File: src/rtl/srcm_pkg.sv
`default_nettype none

package srcm_pkg;

  // Configuration register indexes.
  localparam logic [2:0] CFG_PAIR0      = 3'd0;
  localparam logic [2:0] CFG_PAIR1      = 3'd1;
  localparam logic [2:0] CFG_PAIR2      = 3'd2;
  localparam logic [2:0] CFG_PAIR3      = 3'd3;
  localparam logic [2:0] CFG_TABLE_SIZE = 3'd4;
  localparam logic [2:0] CFG_RANGE_MIN  = 3'd5;
  localparam logic [2:0] CFG_RANGE_MAX  = 3'd6;

  // Input item kinds.
  localparam logic MODE_RANGE = 1'b0;
  localparam logic MODE_COLOR = 1'b1;

  // Reset contents of the color table: entry 0 white, entry 1 opaque red.
  localparam logic [63:0] PAIR0_RESET = 64'hFF0000FF_FFFFFFFF;

  // Quotient bits produced by the divider: 4 integer bits, 8 fraction bits.
  localparam int QUOT_BITS = 12;

  typedef enum logic [9:0] {
    ST_IDLE    = 10'b00_0000_0001,
    ST_SETUP   = 10'b00_0000_0010,
    ST_SCALE   = 10'b00_0000_0100,
    ST_CHECK   = 10'b00_0000_1000,
    ST_DIV     = 10'b00_0001_0000,
    ST_FETCH   = 10'b00_0010_0000,
    ST_LOAD_LO = 10'b00_0100_0000,
    ST_LOAD_HI = 10'b00_1000_0000,
    ST_BLEND   = 10'b01_0000_0000,
    ST_DONE    = 10'b10_0000_0000
  } state_t;

endpackage

`default_nettype wire

File: src/rtl/scalar_range_colormap_core.sv
`default_nettype none

// Scalar-to-color mapper. Each point's Q16.16 scalar is placed in a range,
// scaled to a position in a color table of 2..TABLE_DEPTH entries and turned
// into an RGBA color by blending the two neighboring entries.
// Input channel (s_*): s_tdata carries the scalar, s_tuser the item kind and
// the first-of-pass flag. A range-pass beat (mode 0) folds its value into the
// running minimum and maximum in the cycle it is taken and yields nothing.
// A color-pass beat (mode 1) yields exactly one beat on the output channel
// (m_*): RGBA in m_tdata and the flat-range flag in m_tuser.
// Configuration channel (cfg_*): ready outside reset; the user must make
// writes only while idle; the block itself does not enforce this. A color
// beat goes through the divider when the quotient has to be computed and
// skips it when the position is known at once (flat range, value at or
// below the range start, or clearly past its end). The divider delivers
// one quotient bit per cycle over 12 bits; the blend runs one color
// channel per cycle after it. A range-pass beat leaves the block idle.
// The finished color waits in an output register, so the block takes the
// next beat while the receiver stalls; only a second finished color waits
// for the first one to leave. Reset (rst, synchronous) loads the register
// defaults and clears the running range and the handshake state.
module scalar_range_colormap_core #(
  parameter int TABLE_DEPTH     = 8,
  parameter int VALUE_FRAC_BITS = 16
) (
  input  wire logic        clk,
  input  wire logic        rst,
  // Input stream.
  input  wire logic        s_tvalid,
  output logic             s_tready,
  input  wire logic [31:0] s_tdata,    // [31:0] value
  input  wire logic [1:0]  s_tuser,    // [0] mode, [1] first
  // Output stream.
  output logic             m_tvalid,
  input  wire logic        m_tready,
  output logic [31:0]      m_tdata,    // [7:0] red, [15:8] green, [23:16] blue, [31:24] alpha
  output logic             m_tuser,    // [0] flat_range
  // Configuration writes.
  input  wire logic        cfg_valid,
  output logic             cfg_ready,
  input  wire logic [2:0]  cfg_index,
  input  wire logic [63:0] cfg_data
);
  import srcm_pkg::*;

  // Smallest span, in Q format units, that still counts as a fixed range.
  localparam logic [32:0] RangeEps = 33'(((1 << VALUE_FRAC_BITS) + 999) / 1000);
  localparam logic [3:0]  MaxSize  = 4'(TABLE_DEPTH);

  // Configuration registers.
  logic [63:0] color_pair [4];
  logic [3:0]  table_size;
  logic [31:0] range_min;
  logic [31:0] range_max;

  // Running range state.
  logic [31:0] running_min;
  logic [31:0] running_max;
  logic        range_seen;

  // Derived from configuration, refreshed every cycle.
  logic        fixed_rng;
  logic [2:0]  nm1;

  state_t      state;
  logic [31:0] value_q;
  logic        flat;
  logic [32:0] offs;
  logic [32:0] den;
  logic signed [36:0] num;
  logic [31:0] den_mag;
  logic [35:0] rem;
  logic [QUOT_BITS-1:0] quot;
  logic [3:0]  cnt;
  logic [2:0]  lo_idx;
  logic [2:0]  up_idx;
  logic [7:0]  frac;
  logic [31:0] cl;
  logic [31:0] cu;
  logic [31:0] color;

  // Combinational helpers.
  logic        s_acc;
  logic [32:0] diff;
  logic [32:0] abs_diff;
  logic [3:0]  n_sat;
  logic [31:0] lo_sel;
  logic [31:0] hi_sel;
  logic [32:0] noffs;
  logic [32:0] nden;
  logic signed [36:0] prod;
  logic        num_pos;
  logic        ovf;
  logic [35:0] dsh;
  logic        ge;
  logic [35:0] rem_next;
  logic [10:0] top;
  logic [QUOT_BITS-1:0] qs;
  logic [2:0]  lower;
  logic [2:0]  upper;
  logic [2:0]  rd_idx;
  logic [31:0] rd_entry;
  logic [7:0]  ch_a;
  logic [7:0]  ch_b;
  logic signed [8:0]  ch_d;
  logic signed [17:0] ch_prod;
  logic signed [17:0] ch_sum;

  assign cfg_ready = !rst;
  assign s_tready  = !rst && (state == ST_IDLE);
  assign s_acc     = s_tvalid && s_tready;

  // Span of the fixed range and the clamped table size.
  always_comb begin
    diff     = {range_max[31], range_max} - {range_min[31], range_min};
    abs_diff = diff[32] ? (33'd0 - diff) : diff;
    if (table_size < 4'd2) begin
      n_sat = 4'd2;
    end else if (table_size > MaxSize) begin
      n_sat = MaxSize;
    end else begin
      n_sat = table_size;
    end
  end

  always_ff @(posedge clk) begin
    fixed_rng <= (abs_diff >= RangeEps);
    nm1       <= 3'(n_sat - 4'd1);
  end

  // Configuration writes.
  always_ff @(posedge clk) begin
    if (rst) begin
      color_pair[0] <= PAIR0_RESET;
      color_pair[1] <= '0;
      color_pair[2] <= '0;
      color_pair[3] <= '0;
      table_size    <= 4'd2;
      range_min     <= 32'hFFFF_0000;
      range_max     <= 32'hFFFF_0000;
    end else if (cfg_valid && cfg_ready) begin
      case (cfg_index)
        CFG_PAIR0:      color_pair[0] <= cfg_data;
        CFG_PAIR1:      color_pair[1] <= cfg_data;
        CFG_PAIR2:      color_pair[2] <= cfg_data;
        CFG_PAIR3:      color_pair[3] <= cfg_data;
        CFG_TABLE_SIZE: table_size    <= cfg_data[3:0];
        CFG_RANGE_MIN:  range_min     <= cfg_data[31:0];
        CFG_RANGE_MAX:  range_max     <= cfg_data[31:0];
        default: ;
      endcase
    end
  end

  // Range pass: fold the value into the running minimum and maximum.
  always_ff @(posedge clk) begin
    if (rst) begin
      running_min <= 32'h7FFF_FFFF;
      running_max <= 32'h8000_0000;
      range_seen  <= 1'b0;
    end else if (s_acc && (s_tuser[0] == MODE_RANGE)) begin
      range_seen <= 1'b1;
      if (s_tuser[1]) begin
        running_min <= s_tdata;
        running_max <= s_tdata;
      end else begin
        if ($signed(s_tdata) < $signed(running_min)) begin
          running_min <= s_tdata;
        end
        if ($signed(s_tdata) > $signed(running_max)) begin
          running_max <= s_tdata;
        end
      end
    end
  end

  // Datapath helpers for the color pass.
  always_comb begin
    lo_sel   = fixed_rng ? range_min : running_min;
    hi_sel   = fixed_rng ? range_max : running_max;
    // A downward range flips both numerator and span.
    noffs    = den[32] ? (33'd0 - offs) : offs;
    nden     = den[32] ? (33'd0 - den) : den;
    prod     = 37'($signed(noffs)) * 37'($signed({1'b0, nm1}));
    num_pos  = !num[36] && (num != '0);
    // num at or beyond 16 spans means the position is past any table end.
    ovf      = num[35:0] >= {den_mag, 4'h0};
    dsh      = {1'b0, den_mag, 3'b000};
    ge       = rem >= dsh;
    rem_next = ge ? ((rem - dsh) << 1) : (rem << 1);
    top      = {nm1, 8'h00};
    qs       = (quot > {1'b0, top}) ? {1'b0, top} : quot;
    lower    = qs[10:8];
    upper    = (lower == nm1) ? nm1 : (lower + 3'd1);
    rd_idx   = (state == ST_LOAD_HI) ? up_idx : lo_idx;
    rd_entry = rd_idx[0] ? color_pair[rd_idx[2:1]][63:32]
                         : color_pair[rd_idx[2:1]][31:0];
    // One channel: a + (b - a) * f / 256, rounded.
    ch_a     = cl[31:24];
    ch_b     = cu[31:24];
    ch_d     = $signed({1'b0, ch_b}) - $signed({1'b0, ch_a});
    ch_prod  = ch_d * $signed({1'b0, frac});
    ch_sum   = $signed({2'b00, ch_a, 8'h80}) + ch_prod;
  end

  // Color pass sequencer.
  always_ff @(posedge clk) begin
    if (rst) begin
      state    <= ST_IDLE;
      m_tvalid <= 1'b0;
    end else begin
      // A beat leaving in the cycle a new color is loaded is handled in ST_DONE.
      if (m_tvalid && m_tready && (state != ST_DONE)) begin
        m_tvalid <= 1'b0;
      end
      case (state)
        ST_IDLE: begin
          if (s_acc && (s_tuser[0] == MODE_COLOR)) begin
            value_q <= s_tdata;
            state   <= ST_SETUP;
          end
        end
        ST_SETUP: begin
          flat  <= !fixed_rng && (!range_seen || (running_max == running_min));
          offs  <= {value_q[31], value_q} - {lo_sel[31], lo_sel};
          den   <= {hi_sel[31], hi_sel} - {lo_sel[31], lo_sel};
          state <= ST_SCALE;
        end
        ST_SCALE: begin
          num     <= prod;
          den_mag <= nden[31:0];
          state   <= ST_CHECK;
        end
        ST_CHECK: begin
          rem <= num[35:0];
          cnt <= 4'(QUOT_BITS - 1);
          if (flat || !num_pos) begin
            quot  <= '0;
            state <= ST_FETCH;
          end else if (ovf) begin
            quot  <= '1;
            state <= ST_FETCH;
          end else begin
            quot  <= '0;
            state <= ST_DIV;
          end
        end
        ST_DIV: begin
          rem  <= rem_next;
          quot <= {quot[QUOT_BITS-2:0], ge};
          cnt  <= cnt - 4'd1;
          if (cnt == 4'd0) begin
            state <= ST_FETCH;
          end
        end
        ST_FETCH: begin
          lo_idx <= lower;
          up_idx <= upper;
          frac   <= qs[7:0];
          state  <= ST_LOAD_LO;
        end
        ST_LOAD_LO: begin
          cl    <= rd_entry;
          state <= ST_LOAD_HI;
        end
        ST_LOAD_HI: begin
          cu    <= rd_entry;
          cnt   <= 4'd3;
          state <= ST_BLEND;
        end
        ST_BLEND: begin
          // Red first; it ends up in the low byte after four shifts.
          color <= {ch_sum[15:8], color[31:8]};
          cl    <= {cl[23:0], 8'h00};
          cu    <= {cu[23:0], 8'h00};
          cnt   <= cnt - 4'd1;
          if (cnt == 4'd0) begin
            state <= ST_DONE;
          end
        end
        ST_DONE: begin
          if (!m_tvalid || m_tready) begin
            m_tdata  <= color;
            m_tuser  <= flat;
            m_tvalid <= 1'b1;
            state    <= ST_IDLE;
          end
        end
        default: begin
          state <= ST_IDLE;
        end
      endcase
    end
  end

endmodule

`default_nettype wire
File: config.mk
export PLATFORM = sky130hd
export DESIGN_NAME = scalar_range_colormap_core
export DESIGN_NICKNAME = d
export VERILOG_FILES = /design/src/rtl/srcm_pkg.sv /design/src/rtl/scalar_range_colormap_core.sv
export SDC_FILE = /design/constraint.sdc
export NUM_CORES = 2
export LEC_CHECK = 0
export BUFFER_PORTS_ARGS = -buffer_cell sky130_fd_sc_hd__buf_2
export CORE_ASPECT_RATIO = 2
export CORE_UTILIZATION = 58
export CTS_CLUSTER_DIAMETER = 40
export CTS_CLUSTER_SIZE = 28
export DETAILED_ROUTE_END_ITERATION = 7
export GPL_TIMING_DRIVEN = 1
export PLACE_DENSITY = 0.88
export RECOVER_POWER = 25
export SLEW_MARGIN = 0
export SYNTH_ARGS = -nofsm -noshare
export SYNTH_HDL_FRONTEND = slang
export SYNTH_SLANG_ARGS = --single-unit
export TNS_END_PERCENT = 50
File: constraint.sdc
create_clock -name clk -period 6.4 [get_ports clk]
set_clock_uncertainty 0.1 [all_clocks]
set_input_delay 1.28 -clock clk [delete_from_list [all_inputs] [get_ports clk]]
set_output_delay 1.28 -clock clk [all_outputs]
set_load 0.05 [all_outputs]
==> metrics.md <==
| Metric | Value |
|---|---|
| Root Buffer | clkbuf_16 |
| Final ANT Viol Nets | 0 |
| First-pass DRT Iterations | 5 |
| Syn_nets | 5,089 |
| HPWL after DPL | 96,000 um |
| Critical Path End Type | flop |
| Final worst slack | -0.310 ns |
| Pwr per Cell Area | 207 nW/um^2 |
| DRC viols | 0 |
| P&R area growth vs syn | 9.26% |
| CTS tree | yes |
| RSZ-0062 raised after global routing | true |
| Row count | 148 |
| Tmin final | 6.71 ns |
| Startpoint types | flop |
| Min-delay worst type | reg -> reg |
| Most frequent cells in the layout | 619 x edfxtp_1, 396 x inv_1, 385 x nand2_1 |
| CTS Sinks | 767 |
| Final setup violation count | 3 |
| Clock transition at path regs | 0.10 ns |
| Layout cells sized above 1 | 10.1% |
| Wirelength per Cell | 22.4 um |
| Port Buffer Count | 141 |
| Status | finished with violations |
| Fill cells | 5,950 |
| Final net count | 5,207 |
| Clk_lat worst skew | 0.69 ns |
| # H-tree levels | 2 |
| #FFs+latches synth | 767 |
| Leading cell type in the layout, fill and taps excluded | edfxtp_1 |
| Worst EP required | 6.71 ns |
| Critical path's largest stage delay | 0.54 ns |
| Grt total ovfl | 0 |
| Yosys top cell area share | 38.7% |
| FFs w/ async S/R, synth | 0% |
| Chip height | 409 um |
| F_max | 149 MHz |
| CP arrival | 7.02 ns |
| Tot GR Track Use | 30.8% |
| I/O pin count | 142 |
| Synth Instances | 4,542 |
| RD Place Congestion | 1.03 |
| Worst-Margin Slew | 3.20 ns |
| Final wirelength | 129,000 um |
| Core Area | 81,700 sq um |
| Max Slew Vio Count | 323 |
| Vias/cell | 6.15 |
| Syn. warnings | 0 |
| Tcrit/Tclk final | 105% |
| Critical Path Most Common Cell | o21a_1 |
| Hold Vio Cnt, Final | 0 |
| Fin area | 52,400 sq um |
| Crit path kind | reg -> reg |
| Initial antenna violation count | 18 |
| Synth unique cells | 108 |
| First-pass GRT wire length | 196,000 um |
| Die area | 84,000 sq um |
| MaxCap Viol Count | 7 |
| Initial drt markers | 2,571 |
| Worst-case clock buffer depth | 3 |
| Leakage dissipation | 21.4 nW |
| Post-synthesis cell area | 48,000 sq um |
| Slowest cell on the critical path | fa_1 |
| FF-to-FF Start | cu[24] |
| Total CTS buffers | 54 |
| Die W | 205 um |
| Vias | 35.5k |
| Sequential fraction of the synthesis area | 44.9% |
| Hold Buf Count CTS | 0 |
| Final core occ | 64.2% |
| Worst rel slew slack | -113% |
| Avg Synthesized Cell Area | 10.6 sq um |
| Largest net degree at the start of global routing | 76 |
| Number of synthesized flops with an enable pin | 619 |
| Leading post-synthesis cells by cell area | edfxtp_1 39%, ha_1 8.9%, dfxtp_1 6.2%, fa_1 4.1%, xnor2_1 3.4% |
| Failing checks | capacitance limit, slew limit, setup timing |
| VDD IR-drop max | 0.267 mV |
| Ys flop type | edfxtp_1 |
| Min-delay src | color[2] |
| Vias in the first global route | 36.2k |
| Starting Density | 58.8% |
| CP Launch Point | cu[24] |
| Critical Path Fanout Max | 2 |
| Placed instance area | 50,100 sq um |
| Yosys top cell by area | edfxtp_1 |
## cell families after synthesis
family,share of synthesized area (%)
AOI/OAI and AO/OA,11.9
xor gates and xnor gates,4.78
adders and majority gates,13.0
buffers and inverters,4.63
DFF,44.9
muxes,5.36
and+or+nand+nor,15.4
## registers in the layout, summed over array words and instances (netlist names), 32 cells and up
name	flops
den_mag	32
cu	32
color_pair	256
den	33
rem	36
value_q	32
m_tdata	32
running_max	32
num	37
range_max	32
range_min	32
cl	32
offs	33
color	32
running_min	32
## stage by stage
stage / total power, mW / setup WS (ns) / instances / hold WS [ns] / setup TNS (ns)
finish: 10.9 / -0.310 / 5767 / 0.322 / -0.598
global route: 11.2 / -0.570 / 5763 / 0.337 / -1.79
CTS: 10.9 / -0.287 / 5750 / 0.325 / -0.517
detailed placement: 6.99 / -0.358 / 5647 / 0.305 / -0.720
global placement: 6.95 / -0.256 / 5647 / 0.303 / -0.444
floorplan: 6.60 / -0.291 / 4542 / 0.300 / -18.77
## final timing paths
| path | endpoint | slack (ns) | depth (start not counted) |
|---|---|---|---|
| max | color[31] | -0.31 | 30 |
| min | m_tdata[2] | 0.32 | 0 |
| max reg2reg | color[31] | -0.31 | 30 |
| min reg2reg | m_tdata[2] | 0.32 | 0 |
## worst max-delay path: cells and delay by family, from the launching register on
family	cells	cell delay, ns
adder cells (fa/ha/maj)	7	2.90
AO/OA/AOI/OAI	11	2.02
AND/OR/NAND/NOR	5	0.47
flip-flops	1	0.39
buffers and inverters	5	0.35
XOR/XNOR	2	0.21
## cell type report
type,count,area (sq um),area share (%)
well taps,1050,1310,2.51
flip-flops and latches,767,21600,41.1
inverters,403,1510,2.88
clock buffers,57,1380,2.64
repair buffers,230,1350,2.57
clock inverters,45,706,1.35
diodes,11,27.5,0.0525
multi-input cells,3204,24600,46.9
## power breakdown
part           internal (mW)  switching [mW]  total (mW)
clock                   1.83            2.12        3.95
sequential              5.52          0.0782        5.60
combinational          0.527           0.790        1.32
total                   7.88            2.99        10.9
## cells in the mapped netlist (all sizes together) (81+ instances only)
cell,count
mux2i,105
a21o,85
xnor2,186
edfxtp,619
and2,242
o21a,105
fa,98
nand3,81
inv,401
a21oi,208
clkbuf,139
nor2,281
nand2,387
o21ai,213
nand2b,129
dfxtp,148
ha,343
## repair_timing
action,in CTS,in global routing
setup buffers,1,7
resized for setup,4,38
setup endpoints to repair,3,8
pin swaps,5,46
## per-layer routing
metal	track usage, %	part of all wire [%]	routed length, um
met5	0	0.063	81
met4	26.7	10	12900
met3	4.36	5.8	7420
met2	55.6	51	66400
met1	30.2	33	42200
No activity file was read; power rests on OpenSTA's default activity.
